==> config.mk <==
export PLATFORM = sky130hd
export DESIGN_NAME = oblu_ctrl
export DESIGN_NICKNAME = d
export VERILOG_FILES = /design/src/sv/oblu_pkg.sv /design/src/sv/oblu_ctrl.sv
export SDC_FILE = /design/constraint.sdc
export NUM_CORES = 1
export LEC_CHECK = 0
export ABC_AREA = 1
export BUFFER_PORTS_ARGS = -buffer_cell sky130_fd_sc_hd__buf_2
export CAP_MARGIN = 20
export CORE_AREA = 5 5 42 44
export CTS_CLUSTER_DIAMETER = 40
export DETAILED_ROUTE_END_ITERATION = 12
export DIE_AREA = 0 0 47 49
export HOLD_SLACK_MARGIN = 0.1
export PLACE_DENSITY_LB_ADDON = 0.12
export SYNTH_ARGS = -nofsm -noshare
export SYNTH_HDL_FRONTEND = slang
export SYNTH_SLANG_ARGS = --single-unit
==> constraint.sdc <==
create_clock -name i_clk -period 1.3 [get_ports i_clk]
set_clock_uncertainty 0.15 [all_clocks]
set_input_delay 0.26 -clock i_clk [delete_from_list [all_inputs] [get_ports i_clk]]
set_output_delay 0.26 -clock i_clk [all_outputs]
set_load 0.02 [all_outputs]
==> src/sv/oblu_pkg.sv <==
// Shared types and constants for the order book level update block.
// No dependencies.
`timescale 1ns / 1ps
package oblu_pkg;
    localparam int BOOK_DEPTH = 64;
    localparam int CNT_W      = $clog2(BOOK_DEPTH + 1);
    localparam int PRICE_W    = 31;
    localparam int VOL_W      = 48;
    localparam int LVL_W      = 7;

    localparam logic CMD_UPDATE = 1'b0;
    localparam logic CMD_CLEAR  = 1'b1;
    localparam logic SIDE_BID   = 1'b0;
    localparam logic SIDE_ASK   = 1'b1;

    typedef struct packed {
        logic load;
        logic apply;
    } t_dp_cmd;

    typedef struct packed {
        logic clear;
    } t_dp_sts;
endpackage

==> src/sv/oblu_ctrl.sv <==
// Controller: accept, apply, present result.
// Depends on oblu_pkg.
`timescale 1ns / 1ps
module oblu_ctrl (
    input  logic               i_clk,
    input  logic               i_rst_n,
    input  logic               i_valid,
    output logic               o_ready,
    output logic               o_valid,
    input  logic               i_ready,
    output oblu_pkg::t_dp_cmd  o_cmd,
    input  oblu_pkg::t_dp_sts  i_sts
);
    typedef enum logic [2:0] {
        S_IDLE  = 3'b001,
        S_APPLY = 3'b010,
        S_OUT   = 3'b100
    } t_state;

    t_state r_state, n_state;

    always_comb begin
        n_state = r_state;
        case (r_state)
            S_IDLE:  if (i_valid) n_state = S_APPLY;
            S_APPLY: n_state = S_OUT;
            S_OUT:   if (i_ready) n_state = i_valid ? S_APPLY : S_IDLE;
            default: n_state = S_IDLE;
        endcase
    end

    always_ff @(posedge i_clk) begin
        if (!i_rst_n) r_state <= S_IDLE;
        else r_state <= n_state;
    end

    assign o_ready     = (r_state == S_IDLE) || (r_state == S_OUT && i_ready);
    assign o_valid     = (r_state == S_OUT);
    assign o_cmd.load  = o_ready && i_valid;
    assign o_cmd.apply = (r_state == S_APPLY);

`ifndef SYNTHESIS
    a_acc: assert property (@(posedge i_clk) disable iff (!i_rst_n)
        o_cmd.load |=> r_state == S_APPLY) else $error("accept lost");
    a_out: assert property (@(posedge i_clk) disable iff (!i_rst_n)
        o_cmd.apply |=> o_valid) else $error("no result");
    a_clr: assert property (@(posedge i_clk) disable iff (!i_rst_n)
        i_sts.clear |-> o_cmd.apply) else $error("stray clear");
`endif
endmodule

==> metrics, run 1 <==
wire length of the first global-routing pass=855 um; Req. time, crit path=890 ps; FP Rows=14; CTS max path bufs=2; total chip power=0.397 mW; 1st-pass router iterations=4; CP Capture Type=output port; PwrDens=1140 nW/um^2; Placed Cells=52; chip width=47 um; R2R Setup Slk=40 ps; Final setup viols=4; Yosys warning count=0; # diodes=0; syn_area_per_cell=6.16 um^2; initial DRC count=2; initial antenna violation count=0; final period utilization=1.19; worst-margin pin slew=172 ps; crit path time final=1540 ps; final setup margin=-242 ps; total grt overflow=0; failing checks=negative setup slack; Core ar.=1400 um^2; H-tree depth=1; Critical Path AT=1130 ps; die area=2300 um^2; Max Freq=649 MHz; Synth Cell Area=166 um^2; Worst R2R Path Depth=7; Post-CTS Hold Buffers=0; CTS root buf=clkbuf_4; routed via count=214; share of cells above drive strength 1=0.644; Unique masters post-synth=10; maxcap violations=0; relative slew slack=0.885; I/O Buffers=7; Avg WL per Cell=8.23 um; Initial Utilization=0.119; I/O pin count=9; CTS Sinks=3; Largest regs=r_state: 3 flops; Routed Antenna Nets=0; Post-DP HPWL=332 um; Largest Register=r_state; Setup crit start kind=flip-flop; GPL Wtd Cong=0.709; Slew Limit Fails=0; Final Non-Filler Cells=61; CTS tree=built; All-Layer GR Usage=0.0584; syn_nets=32; status=finished, violations left; Seq/Total Area, Yosys=0.361; DRC violations left=0; final hold violation count=0; flops & latches, synth=3; Crit Path Max Fanout=3; Reg clk slew, reported paths=40 ps; RSZ-0062 raised after global routing=yes; hold-critical path depth=3; Die H=49 um; Post-Syn Instances=27; worst min path class=in -> reg; Leakage=0.185 nW; worst vdd ir=0.000298 V; clock buffer count from CTS=3; Total Wirelength=502 um; Area Overhead vs Synth=109%; vias in the first global route=234; final net count=51; largest net degree at the start of global routing=4; max FFs per register=3; crit path kind=reg -> out; vias per cell=3.51; clock latency at the later pin of the worst-skew pair=240 ps
## per-stage QoR
| stage | TNS, ps | hold WS [ps] | worst slack, ps | cell area (um^2) | utilization |
|---|---|---|---|---|---|
| global route | -1030 | 154 | -323 | 348 | 0.248 |
| floorplan | -46.4 | 244 | -46.4 | 174 | - |
| CTS | -609 | 129 | -238 | 327 | 0.233 |
| detailed placement | -119 | 370 | -103 | 244 | 0.174 |
| global placement | -105 | 375 | -95.7 | 244 | 0.174 |
| finish | -669 | 145 | -242 | 348 | 0.248 |
## timing repair
item                       in CTS  in global routing
gates cloned                    0                  0
resized for setup              11                  5
buffers inserted                4                  1
setup endpoints to repair       4                  7
pin swaps                       5                  2
## power by group
| part | switching [mW] | leakage, nW | internal (mW) | total, mW |
|---|---|---|---|---|
| clock network | 0.0507 | 0.0150 | 0.115 | 0.166 |
| registers | 0.00608 | 0.0252 | 0.101 | 0.108 |
| logic | 0.0580 | 0.145 | 0.0659 | 0.124 |
## synth_stat cells, drive strengths merged
library cell | instances | area, um^2
o21ai | 1 | 8.76
nor2 | 5 | 21.3
nand3 | 1 | 5.00
nand3b | 1 | 7.51
a21oi | 1 | 5.00
dfxtp | 3 | 60.1
nand2 | 8 | 32.5
inv | 7 | 26.3
## routing by layer
metal  vias up  GRT usage  routed length, um
met4         0     0.0829                 31
met1        87     0.0570                215
met2         9     0.0679                229
met5         -          0                  0
met3         4     0.0332                 26
li1        114          -                  -
## worst max-delay path, stage by stage, from the launching register on
cell     delay, ps
dfxtp_2        320
nor2_2         110
nand2_2         80
o21ai_4        150
buf_4          130
buf_6          100
## final timing paths
check               endpoint        from
hold / removal    r_state[1]     i_rst_n
setup reg to reg  r_state[1]  r_state[0]
setup / recovery     o_ready  r_state[0]
hold reg to reg   r_state[2]  r_state[1]
## placed cells by master (no fill, tap or decap)
cell type	synthesis	layout
buf_4	0	7
nand2_1	7	5
inv_1	7	5
buf_6	0	4
nand2_2	1	3
nor2_1	4	3
clkbuf_4	0	3
buf_2	0	3
dfxtp_2	0	3
nor2_2	1	2
inv_2	0	2
nand3b_1	1	1
o21ai_4	0	1
nand3_1	1	1
a21oi_2	0	1
clkbuf_1	0	1
## logic make-up (layout without fill, tap and decap cells)
logic type             Yosys count  in the layout  share of synthesized area
AOI/OAI and AO/OA                2              2                     0.0827
and+or+nand+nor                 15             15                      0.399
buffers and inverters            7             25                      0.158
DFF                              3              3                      0.361
## area by class of cell
class	count	area, um^2
Fill cell	167	1050
Timing Repair Buffer	14	113
Multi-Input combinational cell	17	98.8
Sequential cell	3	63.8
Clock buffer	4	26.3
Inverter	7	26.3
Tap cell	16	20.0
Note: power is estimated with default switching activity, not from simulation.
==> run 2: changes to the inputs <==
--- a/config.mk
+++ b/config.mk
@@ -9,6 +9,7 @@
 export BUFFER_PORTS_ARGS = -buffer_cell sky130_fd_sc_hd__buf_2
 export CAP_MARGIN = 20
 export CORE_AREA = 5 5 42 44
+export CTS_BUF_LIST = sky130_fd_sc_hd__clkbuf_8 sky130_fd_sc_hd__clkbuf_16
 export CTS_CLUSTER_DIAMETER = 40
 export DETAILED_ROUTE_END_ITERATION = 12
 export DIE_AREA = 0 0 47 49
==> metrics, run 2 (synthesis results as in run 1) <==
H-tree depth=1 (unchanged); failing checks=negative setup slack (unchanged); Final setup viols=3 (was 4); initial antenna violation count=0 (unchanged); worst min path class=in -> reg (unchanged); Avg WL per Cell=8.33 um (was 8.23 um); die area=2300 um^2 (unchanged); commonest non-fill, non-tap cells in the layout=buf_4, inv_1, nand2_1 (was buf_4, nand2_1, inv_1); Combinational Power Share=0.249 (was 0.312); FP Rows=14 (unchanged); Finished Cell Area=367 um^2 (was 348 um^2); sequential power share=0.216 (was 0.271); Clk pwr share=0.535 (was 0.418); switching pwr=0.128 mW (was 0.115 mW); wire length of the first global-routing pass=855 um (unchanged); CTS tree=built (unchanged); Reg clk slew, reported paths=30 ps (was 40 ps); hold-critical path depth=3 (unchanged); share of cells above drive strength 1=0.644 (unchanged); final period utilization=1.17 (was 1.19); min-delay src=i_rst_n (unchanged); met3 wire length=24 um (was 26 um); CTS Sinks=3 (unchanged); Initial Utilization=0.119 (unchanged); Largest Register=r_state (unchanged); Critical path origin=r_state[0] (unchanged); # diodes=0 (unchanged); All-Layer GR Usage=0.0584 (unchanged); clock latency at the later pin of the worst-skew pair=220 ps (was 240 ps); Setup crit start kind=flip-flop (unchanged); final hold violation count=0 (unchanged); RSZ-0062 raised after global routing=yes (unchanged); 1st-pass router iterations=4 (unchanged); Max Freq=658 MHz (was 649 MHz); final net count=51 (unchanged); worst vdd ir=0.000345 V (was 0.000298 V); CP Capture Type=output port (unchanged); total grt overflow=0 (unchanged); status=finished, violations left (unchanged); CTS root buf=clkbuf_8 (was clkbuf_4); Post-CTS Hold Buffers=0 (unchanged); PwrDens=1360 nW/um^2 (was 1140 nW/um^2); DRC violations left=0 (unchanged); maxcap violations=0 (unchanged); largest net degree at the start of global routing=4 (unchanged); Placed Cells=52 (unchanged); launching point of the worst reg2reg path=r_state[0] (unchanged); Register Area=63.8 um^2 (unchanged); met2 routed WL=243 um (was 229 um); Filler Cell Count=164 (was 167); clock buffer count from CTS=3 (unchanged); Internal Power=0.369 mW (was 0.283 mW); Routed Antenna Nets=0 (unchanged); crit path time final=1520 ps (was 1540 ps); Req. time, crit path=890 ps (about the same); Slew Limit Fails=0 (unchanged); Core ar.=1400 um^2 (unchanged); GPL Wtd Cong=0.709 (unchanged); Worst R2R Path Depth=7 (unchanged); commonest non-fill, non-tap cell in the layout=buf_4 (unchanged); top layer in use=met4 (unchanged); Post-DP HPWL=332 um (unchanged); worst-margin pin slew=171 ps (was 172 ps); Total Wirelength=508 um (was 502 um); vias in the first global route=234 (unchanged); total chip power=0.497 mW (was 0.397 mW); Crit Path Max Fanout=3 (unchanged); vias per cell=3.46 (was 3.51); CTS max path bufs=2 (unchanged); final setup margin=-219 ps (was -242 ps); crit path kind=reg -> out (unchanged); fin util=0.262 (was 0.248); Critical Path AT=1110 ps (was 1130 ps); I/O Buffers=7 (unchanged); area occupied by multi-input gates=98.8 um^2 (unchanged); Leakage=0.198 nW (was 0.185 nW); chip width=47 um (unchanged); placed cell areas=244 um^2 (unchanged); Die H=49 um (unchanged); max FFs per register=3 (unchanged); initial DRC count=2 (unchanged); Area Overhead vs Synth=120% (was 109%); Largest regs=r_state: 3 flops (unchanged); sw frac=0.259 (was 0.289); relative slew slack=0.886 (was 0.885); I/O pin count=9 (unchanged); met1 WL=220 um (was 215 um); routed via count=211 (was 214); Sum Neg Setup Slack=-583 ps (was -669 ps); Final Non-Filler Cells=61 (unchanged)
==> run 2: changes by cell type in the layout (fill, tap and decap cells not counted), sizes merged <==
cell	delta
clkbuf	-1
inv	+1
==> run 2: power by group through the flow <==
stage	Sequential (mW)	Clock, mW	Combinational, mW
after floorplan	0.105	0	0.0566
after global placement	0.106	0	0.0915
after detailed placement	0.106	0	0.0904
after CTS	0.108	0.268	0.108
after global routing	0.109	0.280	0.136
final	0.107	0.266	0.124
==> run 2: per-layer routing <==
metal / GRT usage / vias up
met3: 0.0332 / 2
met4: 0.0829 / 0
met2: 0.0679 / 7
li1: - / 113
met1: 0.0570 / 89
met5: 0 / -
==> run 2: final timing paths <==
kind | endpoint | slack [ps]
max | o_ready | -220
min | r_state[1] | 160
max reg2reg | r_state[1] | 50
min reg2reg | r_state[2] | 440
==> run 2: critical path, cell delays in order (launching register included) <==
cell and delay (ps):
dfxtp_2 320, nor2_2 110, nand2_2 80, o21ai_4 150
buf_4 130, buf_6 100
==> run 2: repair_timing <==
| item | in CTS | in global routing |
|---|---|---|
| setup endpoints to repair | 4 | 7 |
| setup buffers | 4 | 1 |
| pin swaps | 4 | 1 |
| resized for setup | 11 | 5 |
| cloned | 0 | 0 |
| hold endpoints to repair | 0 | 0 |
==> run 2: final cells by class <==
class                   instances  area share
repair buffers                 14       0.307
multi-input cells              17       0.270
flip-flops and latches          3       0.174
clock buffers                   3       0.113
inverters                       7      0.0717
well taps                      16      0.0546
clock inverters                 1      0.0102
==> run 2: through the flow <==
step	hold WS (ps)	setup slack [ps]
detailed placement	370	-103
CTS	149	-214
finish	160	-219
floorplan	244	-46.4
global route	177	-289
global placement	375	-95.7
==> run 3: changes to the inputs <==
--- a/config.mk
+++ b/config.mk
@@ -5,7 +5,6 @@
 export SDC_FILE = /design/constraint.sdc
 export NUM_CORES = 1
 export LEC_CHECK = 0
-export ABC_AREA = 1
 export BUFFER_PORTS_ARGS = -buffer_cell sky130_fd_sc_hd__buf_2
 export CAP_MARGIN = 20
 export CORE_AREA = 5 5 42 44
@@ -18,3 +17,4 @@
 export SYNTH_ARGS = -nofsm -noshare
 export SYNTH_HDL_FRONTEND = slang
 export SYNTH_SLANG_ARGS = --single-unit
+export TNS_END_PERCENT = 10
==> metrics, run 3 <==
Largest regs=r_state: 3 flops (unchanged); post-synthesis xor/xnor area fraction=0 (unchanged); GPL Wtd Cong=0.581 (was 0.709); CTS Sinks=3 (unchanged); Largest Register=r_state (unchanged); RSZ-0062 raised after global routing=yes (unchanged); total grt overflow=0 (unchanged); clock buffer count from CTS=3 (unchanged); Die H=49 um (unchanged); Post-Syn Instances=19 (was 27); largest family of logic cells by synthesized area=simple AND/OR/NAND/NOR gates (unchanged); Buf+Inv Stages, Crit Path=1 (was 2); # diodes=0 (unchanged); most frequent cell after synthesis=nand2b_1; simple-gate share of the synthesized area=0.429 (was 0.398); I/O pin count=9 (unchanged); Worst Hold End=r_state[0] (was r_state[1]); worst r2r dst=r_state[1] (unchanged); worst min path class=in -> reg (unchanged); Leakage=0.129 nW (was 0.198 nW); EDFF count, synth=0 (unchanged); commonest non-fill, non-tap cell in the layout=buf_4 (unchanged); CP Capture Type=output port (unchanged); CP Cell Sequence=nand3b_1 -> a21oi_2 -> buf_6 (was nor2_2 -> nand2_2 -> o21ai_4 -> buf_4 -> buf_6); initial antenna violation count=0 (unchanged); Synth top area share=0.381 (was 0.361); Unique masters post-synth=12 (was 10); CTS tree=built (unchanged); Yosys warning count=0 (unchanged); sequential power share=0.245 (was 0.216); top cells by area, synth=dfxtp_1, nand2b_1, and3b_2 (was dfxtp_1, inv_1, nand2_1); routed via count=174 (was 211); total chip power=0.425 mW (was 0.497 mW); die area=2300 um^2 (unchanged); Synth Cell Area=158 um^2 (was 166 um^2); initial DRC count=1 (was 2); final setup margin=-170 ps (was -219 ps); CTS max path bufs=2 (unchanged); Crit Path Max Fanout=4 (was 3); Post-synth top cells=nand2b_1, dfxtp_1, nor2_1, o21ai_0 (was inv_1, nand2_1, nor2_1, dfxtp_1); Final Non-Filler Cells=48 (was 61); clock latency at the later pin of the worst-skew pair=210 ps (was 220 ps); Combinational Power Share=0.152 (was 0.249); R2R Setup Slk=150 ps (was 50 ps); Final setup viols=4 (was 3); hold-critical path depth=2 (was 3); Worst R2R Path Depth=4 (was 7); status=finished, violations left (unchanged); vias in the first global route=195 (was 234); Crit path max-delay family=flip-flops (unchanged); final period utilization=1.13 (was 1.17); crit path kind=reg -> out (unchanged); Filler Cell Count=171 (was 164); Post-DP HPWL=346 um (was 332 um); Req. time, crit path=890 ps (about the same); min-delay src=i_rst_n (unchanged); All-Layer GR Usage=0.0464 (was 0.0584); largest net degree at the start of global routing=5 (was 4); pre-CTS setup slack=49.1 ps (was -103 ps); PwrDens=1420 nW/um^2 (was 1360 nW/um^2); Placed Cells=43 (was 52); wire length of the first global-routing pass=717 um (was 855 um); final hold violation count=0 (unchanged); CP max-delay cell=dfxtp_2 (unchanged); Initial Utilization=0.112 (was 0.119); worst-margin pin slew=162 ps (was 171 ps); Critical Path AT=1060 ps (was 1110 ps); Max Freq=680 MHz (was 658 MHz); Total Wirelength=449 um (was 508 um); Slew Limit Fails=0 (unchanged); syn_nets=24 (was 32); Seq/Total Area, Yosys=0.381 (was 0.361); FP Rows=14 (unchanged); compound-gate portion of the synthesized area=0.190 (was 0.0827); adder-cell share of the synthesized area=0 (unchanged); chip width=47 um (unchanged); mux cell area share after synthesis=0 (unchanged); ys flop type=dfxtp_1 (unchanged); share of cells above drive strength 1=0.531 (was 0.644); commonest non-fill, non-tap cells in the layout=buf_4, nand2b_1, clkbuf_8, buf_2 (was buf_4, inv_1, nand2_1); Reg clk slew, reported paths=30 ps (about the same); DRC violations left=0 (unchanged); maxcap violations=0 (unchanged); Core ar.=1400 um^2 (unchanged); 1st-pass router iterations=2 (was 4); ys async rst share=0 (unchanged); failing checks=negative setup slack (unchanged); relative slew slack=0.891 (was 0.886); Internal Power=0.333 mW (was 0.369 mW); worst vdd ir=0.000543 V (was 0.000345 V); Avg WL per Cell=9.35 um (was 8.33 um); launching point of the worst reg2reg path=r_state[0] (unchanged); CTS root buf=clkbuf_8 (unchanged); syn_area_per_cell=8.30 um^2 (was 6.16 um^2); Critical path origin=r_state[0] (unchanged); H-tree depth=1 (unchanged); WHS=106 ps (was 160 ps); Routed Antenna Nets=0 (unchanged); max FFs per register=3 (unchanged); I/O Buffers=7 (unchanged); vias per cell=3.63 (was 3.46); CP peak stage delay=330 ps (was 320 ps); crit path time final=1470 ps (was 1520 ps); largest area contributor in the netlist=dfxtp_1 (unchanged); Area Overhead vs Synth=89.7% (was 120%); flops & latches, synth=3 (unchanged); Setup crit start kind=flip-flop (unchanged); final net count=38 (was 51); Clk pwr share=0.603 (was 0.535); sw frac=0.217 (was 0.259); Post-CTS Hold Buffers=0 (unchanged); switching pwr=0.0920 mW (was 0.128 mW)
==> run 3: layout make-up <==
cell class | instances | area [um^2] | share of cell area
Clock buffer | 3 | 41.3 | 0.138
Clock inverter | 1 | 3.75 | 0.0126
Multi-Input combinational cell | 16 | 109 | 0.364
Sequential cell | 3 | 61.3 | 0.205
Tap cell | 16 | 20.0 | 0.0669
Timing Repair Buffer | 9 | 63.8 | 0.213
==> run 3: worst max path at each step <==
stage / endpoint / slack [ps] / cells after the start
6_report: o_cmd[1] / -170 / 3
5_1_grt: o_cmd[1] / -220 / 3
4_1_cts: o_cmd[1] / -160 / 3
3_3_place_gp: o_cmd[1] / 40 / 3
2_1_floorplan: o_ready / 6 / 2
3_5_place_dp: o_cmd[1] / 50 / 3
==> run 3: metal layers <==
metal / wire length (um) / global-route usage
met5: 0 / 0
met4: 0 / 0.0553
met3: 33 / 0.0295
met2: 227 / 0.0701
met1: 187 / 0.0329
==> run 3: power groups by stage <==
stage | clock [mW] | combinational, mW | sequential [mW]
after floorplan | 0 | 0.0299 | 0.103
after global placement | 0 | 0.0519 | 0.103
after detailed placement | 0 | 0.0514 | 0.103
after CTS | 0.268 | 0.0584 | 0.102
after global routing | 0.286 | 0.0692 | 0.105
final | 0.256 | 0.0645 | 0.104
==> run 3: kinds of logic after synthesis <==
| logic type | count (synthesis) |
|---|---|
| AO/OA/AOI/OAI | 5 |
| AND/OR/NAND/NOR | 11 |
| flip-flops | 3 |
==> run 3: stage by stage <==
stage	TNS, ps	util	area [um^2]
2_1_floorplan	0	-	158
3_3_place_gp	0	0.157	220
3_5_place_dp	0	0.157	220
4_1_cts	-454	0.200	280
5_1_grt	-726	0.213	299
6_report	-423	0.213	299
==> run 3: what timing repair did <==
item,4_1_cts,5_1_grt
endpoints found under the setup margin,4,4
resized for setup,6,2
setup buffers,0,1
pin swaps,1,1
cloned,0,0
